### config.mk
export PLATFORM = sky130hd
export DESIGN_NAME = wildcard_mismatch_penalty_check
export DESIGN_NICKNAME = d
export VERILOG_FILES = /design/src/hdl/wmp_pkg.sv /design/src/hdl/wmp_pair_class.sv /design/src/hdl/wmp_tracker.sv /design/src/hdl/wildcard_mismatch_penalty_check.sv
export SDC_FILE = /design/constraint.sdc
export NUM_CORES = 1
export LEC_CHECK = 0
export ABC_AREA = 1
export BUFFER_PORTS_ARGS = -buffer_cell sky130_fd_sc_hd__buf_4
export CORE_UTILIZATION = 40
export CTS_CLUSTER_SIZE = 12
export DETAILED_ROUTE_END_ITERATION = 8
export HOLD_SLACK_MARGIN = 0.03
export PLACE_DENSITY = 0.68
export SLEW_MARGIN = 30
export SYNTH_ARGS = -nofsm -noshare
export SYNTH_HDL_FRONTEND = slang
export SYNTH_SLANG_ARGS = --single-unit
### constraint.sdc
create_clock -name clk -period 5.2 [get_ports clk]
set_input_delay 0.78 -clock clk [delete_from_list [all_inputs] [get_ports clk]]
set_output_delay 0.78 -clock clk [all_outputs]
set_load 0.02 [all_outputs]
### src/hdl/wmp_pkg.sv
`default_nettype none

package wmp_pkg;

  // Sizing of the comparison.
  localparam int BLOCK_SIZE  = 16;
  localparam int COUNT_WIDTH = 16;

  // Fixed field widths.
  localparam int BASE_W  = 8;
  localparam int START_W = 16;
  localparam int LIMIT_W = 18;
  localparam int OUT_W   = 16;

  // Derived widths.
  localparam int POS_W = (BLOCK_SIZE > 1) ? $clog2(BLOCK_SIZE) : 1;
  localparam int BA_W  = $clog2(BLOCK_SIZE + 1);
  localparam int PEN_W = (COUNT_WIDTH + 2 > LIMIT_W) ? COUNT_WIDTH + 2 : LIMIT_W;

  // The wildcard base, ASCII 'N'.
  localparam logic [BASE_W-1:0] WILDCARD = 8'd78;

  localparam logic [COUNT_WIDTH-1:0] COUNT_MAX = '1;
  localparam logic [POS_W-1:0]       POS_LAST  = POS_W'(BLOCK_SIZE - 1);

  typedef logic [COUNT_WIDTH-1:0] count_t;

  typedef struct packed {
    logic [BASE_W-1:0]  base_a;
    logic [BASE_W-1:0]  base_b;
    logic               first;
    logic               last;
    logic [START_W-1:0] start_mismatches;
    logic [START_W-1:0] start_ambiguous;
    logic [LIMIT_W-1:0] penalty_limit;
  } in_item_t;

  typedef struct packed {
    logic             passed;
    logic [OUT_W-1:0] mismatches;
    logic [OUT_W-1:0] ambiguous;
  } out_item_t;

  // Classification of one base pair.
  typedef struct packed {
    logic wild;
    logic mismatch;
  } pair_class_t;

  // Clip a start value to the counter range.
  function automatic count_t clip_start(input logic [START_W-1:0] v);
    logic [COUNT_WIDTH+START_W-1:0] ext;
    logic [COUNT_WIDTH+START_W-1:0] top;
    ext = {{COUNT_WIDTH{1'b0}}, v};
    top = {{START_W{1'b0}}, COUNT_MAX};
    if (ext > top) begin
      return COUNT_MAX;
    end
    return ext[COUNT_WIDTH-1:0];
  endfunction

  // Low bits of a count as carried on the result.
  function automatic logic [OUT_W-1:0] out_count(input count_t v);
    logic [COUNT_WIDTH+OUT_W-1:0] ext;
    ext = {{OUT_W{1'b0}}, v};
    return ext[OUT_W-1:0];
  endfunction

endpackage

`default_nettype wire

### src/hdl/wmp_pair_class.sv
`default_nettype none

module wmp_pair_class (
  input  wire logic [wmp_pkg::BASE_W-1:0] base_a,
  input  wire logic [wmp_pkg::BASE_W-1:0] base_b,
  output wmp_pkg::pair_class_t            pair_class
);
  import wmp_pkg::*;

  // A wildcard on either side makes the pair ambiguous, never a mismatch.
  always_comb begin
    pair_class.wild     = (base_a == WILDCARD) || (base_b == WILDCARD);
    pair_class.mismatch = !pair_class.wild && (base_a != base_b);
  end

endmodule

`default_nettype wire

### src/hdl/wmp_tracker.sv
`default_nettype none

module wmp_tracker (
  input  wire logic              clk,
  input  wire logic              rst,
  input  wire logic              item_valid,
  input  wire wmp_pkg::in_item_t item,
  input  wire wmp_pkg::pair_class_t pair_class,
  output logic                   advance,
  output logic                   out_valid,
  input  wire logic              out_stall,
  output wmp_pkg::out_item_t     out_data
);
  import wmp_pkg::*;

  count_t             mismatch_total, mismatch_total_next;
  count_t             ambiguous_total, ambiguous_total_next;
  logic [BA_W-1:0]    block_ambiguous, block_ambiguous_next;
  logic [POS_W-1:0]   block_position, block_position_next;
  logic [LIMIT_W-1:0] limit_held, limit_held_next;
  logic               aborted, aborted_next;
  logic               emit;
  logic               emit_pass;

  logic [COUNT_WIDTH:0] mm_sum;
  logic [COUNT_WIDTH:0] amb_sum;
  logic [PEN_W-1:0]     penalty;
  logic                 block_end;

  // The pipeline moves whenever the result register is free or being drained.
  assign advance = !out_valid || !out_stall;

  // Per-pair update of the running counts and the block check.
  always_comb begin
    mismatch_total_next  = mismatch_total;
    ambiguous_total_next = ambiguous_total;
    block_ambiguous_next = block_ambiguous;
    block_position_next  = block_position;
    limit_held_next      = limit_held;
    aborted_next         = aborted;
    emit                 = 1'b0;
    emit_pass            = 1'b0;
    mm_sum               = '0;
    amb_sum              = '0;
    penalty              = '0;
    block_end            = 1'b0;

    if (item.first) begin
      mismatch_total_next  = clip_start(item.start_mismatches);
      ambiguous_total_next = clip_start(item.start_ambiguous);
      limit_held_next      = item.penalty_limit;
      block_ambiguous_next = '0;
      block_position_next  = '0;
      aborted_next         = 1'b0;
    end

    if (aborted_next) begin
      // Skip pairs until the last one, which closes the aborted comparison.
      if (item.last) begin
        aborted_next         = 1'b0;
        block_ambiguous_next = '0;
        block_position_next  = '0;
      end
    end else begin
      if (pair_class.wild) begin
        block_ambiguous_next = block_ambiguous_next + BA_W'(1);
      end else if (pair_class.mismatch) begin
        mm_sum = {1'b0, mismatch_total_next} + (COUNT_WIDTH+1)'(1);
        mismatch_total_next = mm_sum[COUNT_WIDTH] ? COUNT_MAX : mm_sum[COUNT_WIDTH-1:0];
      end

      block_end = item.last || (block_position_next == POS_LAST);
      if (!block_end) begin
        block_position_next = block_position_next + POS_W'(1);
      end else begin
        block_position_next = '0;
        penalty = PEN_W'({mismatch_total_next, 1'b0}) + PEN_W'(ambiguous_total_next);
        if (penalty > PEN_W'(limit_held_next)) begin
          block_ambiguous_next = '0;
          aborted_next         = !item.last;
          emit                 = 1'b1;
        end else begin
          amb_sum = {1'b0, ambiguous_total_next} + (COUNT_WIDTH+1)'(block_ambiguous_next);
          ambiguous_total_next = amb_sum[COUNT_WIDTH] ? COUNT_MAX
                                                      : amb_sum[COUNT_WIDTH-1:0];
          block_ambiguous_next = '0;
          emit                 = item.last;
          emit_pass            = 1'b1;
        end
      end
    end
  end

  // State and result register.
  always_ff @(posedge clk) begin
    if (rst) begin
      mismatch_total  <= '0;
      ambiguous_total <= '0;
      block_ambiguous <= '0;
      block_position  <= '0;
      limit_held      <= '0;
      aborted         <= 1'b0;
      out_valid       <= 1'b0;
    end else if (advance) begin
      out_valid <= item_valid && emit;
      if (item_valid) begin
        mismatch_total  <= mismatch_total_next;
        ambiguous_total <= ambiguous_total_next;
        block_ambiguous <= block_ambiguous_next;
        block_position  <= block_position_next;
        limit_held      <= limit_held_next;
        aborted         <= aborted_next;
      end
    end
  end

  // Result payload, loaded only with a new result.
  always_ff @(posedge clk) begin
    if (advance && item_valid && emit) begin
      out_data.passed     <= emit_pass;
      out_data.mismatches <= out_count(mismatch_total_next);
      out_data.ambiguous  <= out_count(ambiguous_total_next);
    end
  end

endmodule

`default_nettype wire

### src/hdl/wildcard_mismatch_penalty_check.sv
// A result is registered: the item that causes it passes the input register, then the result register.
// Throughput: one pair per cycle; an input register and a result register
// part the two channels, so input stalls only while a result is held by out_stall.
// Reset (rst, synchronous): clears all counts, the held limit, the abort flag
// and both valid registers.
`default_nettype none

module wildcard_mismatch_penalty_check (
  input  wire logic              clk,
  input  wire logic              rst,
  input  wire logic              in_valid,
  output logic                   in_stall,
  input  wire wmp_pkg::in_item_t in_data,
  output logic                   out_valid,
  input  wire logic              out_stall,
  output wmp_pkg::out_item_t     out_data
);
  import wmp_pkg::*;

  logic        item_valid;
  in_item_t    item;
  logic        advance;
  logic        in_take;
  pair_class_t pair_class;

  // Input stage holds while the tracker is held by the output side.
  assign in_stall = item_valid && !advance;
  assign in_take  = in_valid && !in_stall;

  always_ff @(posedge clk) begin
    if (rst) begin
      item_valid <= 1'b0;
    end else if (in_take) begin
      item_valid <= 1'b1;
    end else if (advance) begin
      item_valid <= 1'b0;
    end
  end

  always_ff @(posedge clk) begin
    if (in_take) begin
      item <= in_data;
    end
  end

  wmp_pair_class u_class (
    .base_a     (item.base_a),
    .base_b     (item.base_b),
    .pair_class (pair_class)
  );

  wmp_tracker u_tracker (
    .clk        (clk),
    .rst        (rst),
    .item_valid (item_valid),
    .item       (item),
    .pair_class (pair_class),
    .advance    (advance),
    .out_valid  (out_valid),
    .out_stall  (out_stall),
    .out_data   (out_data)
  );

endmodule

`default_nettype wire

==> flow_summary.ini <==
[detailed_routing]
firstDrtPassIters = 5
wl_met3_um = 1153
wl_met1_um = 11570
via_per_inst = 4.978
wire_per_inst_um = 15.38
drc = 0
drt_iter0_drc = 605
top_layer = met4
drtAntennaViolNets = 0
routed_wl_um = 24860
wl_met2_um = 11560
vias = 8044

[sta]
fin_crit_sh_pct = 94.96
tightestPinTransition_ps = 969.0
final_max_slew_viol_count = 0
finalClockSkew_ps = 16.30
hold_violations = 0
max-slew-margin-rel_pct = 35.33
setup_violations = 0
period_minus_slack_ps = 4938
max_freq_mhz = 202.5
worst_slack_ps = 262.2
hold_ws_ps = 452.0

[cells_and_area]
syn_to_final_growth_pct = 23.97
final_common_cell = nand2_1
design_area_um2 = 11890
antenna_cells = 0
drive_gt1_share_pct = 22.44
post-route-util_pct = 50.63
mostFrequentLayoutCells = nand2_1, inv_1, buf_4
final_nets = 1400

[worst_hold_path]
hp-class = reg2reg

[place]
dpl_cell_area_um2 = 10740
place.gp.congestion = 0.9103
dp_hpwl_um = 17530
port_buffers = 106
place_ws_ps = 82.10

[critical_path]
worstSetupPathType = reg2reg
max_stage_delay_ps = 480
worst-r2r-setup-slack_ps = 260
cpMostUsedCell = nand2_1
path_buf_inv = 6
crit_path_max_fanout = 6
endpoint_kind = flop
worstPathRequired_ps = 5400
path_delay_family = simple AND/OR/NAND/NOR gates
start_kind = flop
crit_slowest_cell = edfxtp_1
cp_data_arrival_time_ps = 5140

[power]
power_density_nw_per_um2 = 319.6
power_mw = 3.798
power_frac_comb_pct = 25.7
p_sw_share_pct = 33.89
max-vdd-ir-drop_mv = 0.1426
intPower_mw = 2.511
p_leak_nw = 5.381
clkPwrFrac_pct = 34.6
p_seq_share_pct = 39.7
power.switching_mw = 1.287

[global_routing]
grt_max_degree = 56
grtUsageTotal_pct = 20.42
overflow = 0
antenna_found_initial = 0
grt_pass1_wl_um = 38220
grt_pass1_vias = 7483

[clocking]
insertion_delay_ps = 460
root_buffer = clkbuf_16
cts_tree = yes
holdBufCountCts = 0
cts_max_level = 4
clkSinkCount = 163
clk_pin_slew_ps = 80
cts_made_buffers = 17
cts.path.max_buffers = 2

[outcome]
status = finished, final reports clean

[synth]
ys.flop_type = edfxtp_1
synthArstFlopShare_pct = 0
syn_area_um2 = 9587
yosys_warnings = 0
synth_compound_area_share_pct = 10.68
synth-xor-area-share_pct = 3.380
syn-num-nets = 1268
ys_seq_elements = 163
synthMuxAreaShare_pct = 1.775
syn_inst = 1152
syn_area_per_cell_um2 = 8.322
synth_edf_count = 101
synthAdderAreaFrac_pct = 5.899
synthSimpleGateAreaFrac_pct = 25.20
synth_cell_types = 50
synth_top_family_by_area = simple AND/OR/NAND/NOR gates
synth-seq-area-share_pct = 44.58

[floorplan]
start_util_pct = 40.84
die_y_um = 156.8
row_count = 56
core_area_um2 = 23470
io_pins = 107
die_w_um = 156.8
dieArea_um2 = 24590

[flow_run]
max-cap-violations = 0
timing repair:
action                                  CTS  global route
endpoints found under the hold margin     0             0
endpoints found under the setup margin    0            68
gates resized for setup                   0            65
buffers inserted                          0            15
power groups by stage:
stage | combinational (mW) | clock (mW) | sequential (mW)
after floorplan | 0.599 | 0 | 1.55
after global placement | 0.861 | 0 | 1.54
after detailed placement | 0.875 | 0 | 1.54
after CTS | 0.880 | 1.35 | 1.51
after global routing | 1.09 | 1.40 | 1.52
final | 0.975 | 1.32 | 1.51
path summary, 6_finish.rpt:
check,start,endpoint,cells past startpoint
max,item[51],u_tracker.out_data[8],28
max reg2reg,item[51],u_tracker.out_data[8],28
min reg2reg,u_tracker.limit_held[0],u_tracker.limit_held[0],2
min,u_tracker.limit_held[0],u_tracker.limit_held[0],2
cells by family after synthesis:
family          after synthesis
simple gates                532
buf+inv                     195
compound gates              164
flops                       163
fa+ha+maj                    44
xor+xnor                     37
mux                          17
tightest hold or removal path: stages, from the launching register on:
cell and delay, ps:
dfxtp_1 300, inv_1 50, a21oi_1 50
area by class of cell:
class	instances	area, um2
Sequential cell	163	4274
Multi-Input combinational cell	795	4733
Tap cell	319	399.1
Fill cell	2176	11590
Timing Repair Buffer	149	1245
Inverter	158	606.8
Clock buffer	17	425.4
Clock inverter	15	201.4
state kept, by name (all words and copies together) (netlist names):
register	count
item	68
item_valid	1
u_tracker.aborted	1
u_tracker.ambiguous_total	16
u_tracker.block_ambiguous	5
u_tracker.block_position	4
u_tracker.limit_held	18
u_tracker.mismatch_total	16
u_tracker.out_data	33
u_tracker.out_valid	1
synth_stat cells (5+ instances only):
cell type | instances | area (um2)
xnor2_1 | 12 | 105.1
a211oi_1 | 17 | 127.6
buf_6 | 7 | 78.83
o21ai_0 | 33 | 165.2
mux2i_1 | 17 | 170.2
nand4_1 | 13 | 81.33
buf_2 | 7 | 35.03
clkbuf_1 | 19 | 71.32
nor2_1 | 67 | 251.5
nor2_4 | 5 | 56.30
nand2_2 | 12 | 75.07
and2_1 | 8 | 50.05
o21ai_2 | 18 | 157.7
o211ai_1 | 5 | 37.54
nand4_2 | 7 | 87.58
nand3_1 | 87 | 435.4
xor2_1 | 25 | 219.0
ha_1 | 42 | 525.5
inv_1 | 153 | 574.3
a21oi_1 | 73 | 365.4
dfxtp_1 | 62 | 1241
edfxtp_1 | 101 | 3033
nand2_1 | 306 | 1149
nor2_2 | 7 | 43.79
through the flow:
step | TNS (ps) | std cells
after floorplan | 0 | 1152
after global placement | 0 | 1561
after detailed placement | 0 | 1561
after CTS | 0 | 1593
after global routing | -157.3 | 1616
final | 0 | 1616
layer usage:
metal  global-route usage, %  up-vias
met3                   3.379       35
met5                       0        -
met1                   26.84     3725
li1                        -     4079
met4                   8.543        0
met2                   33.14      205
No activity file was read; power rests on OpenSTA's default activity.
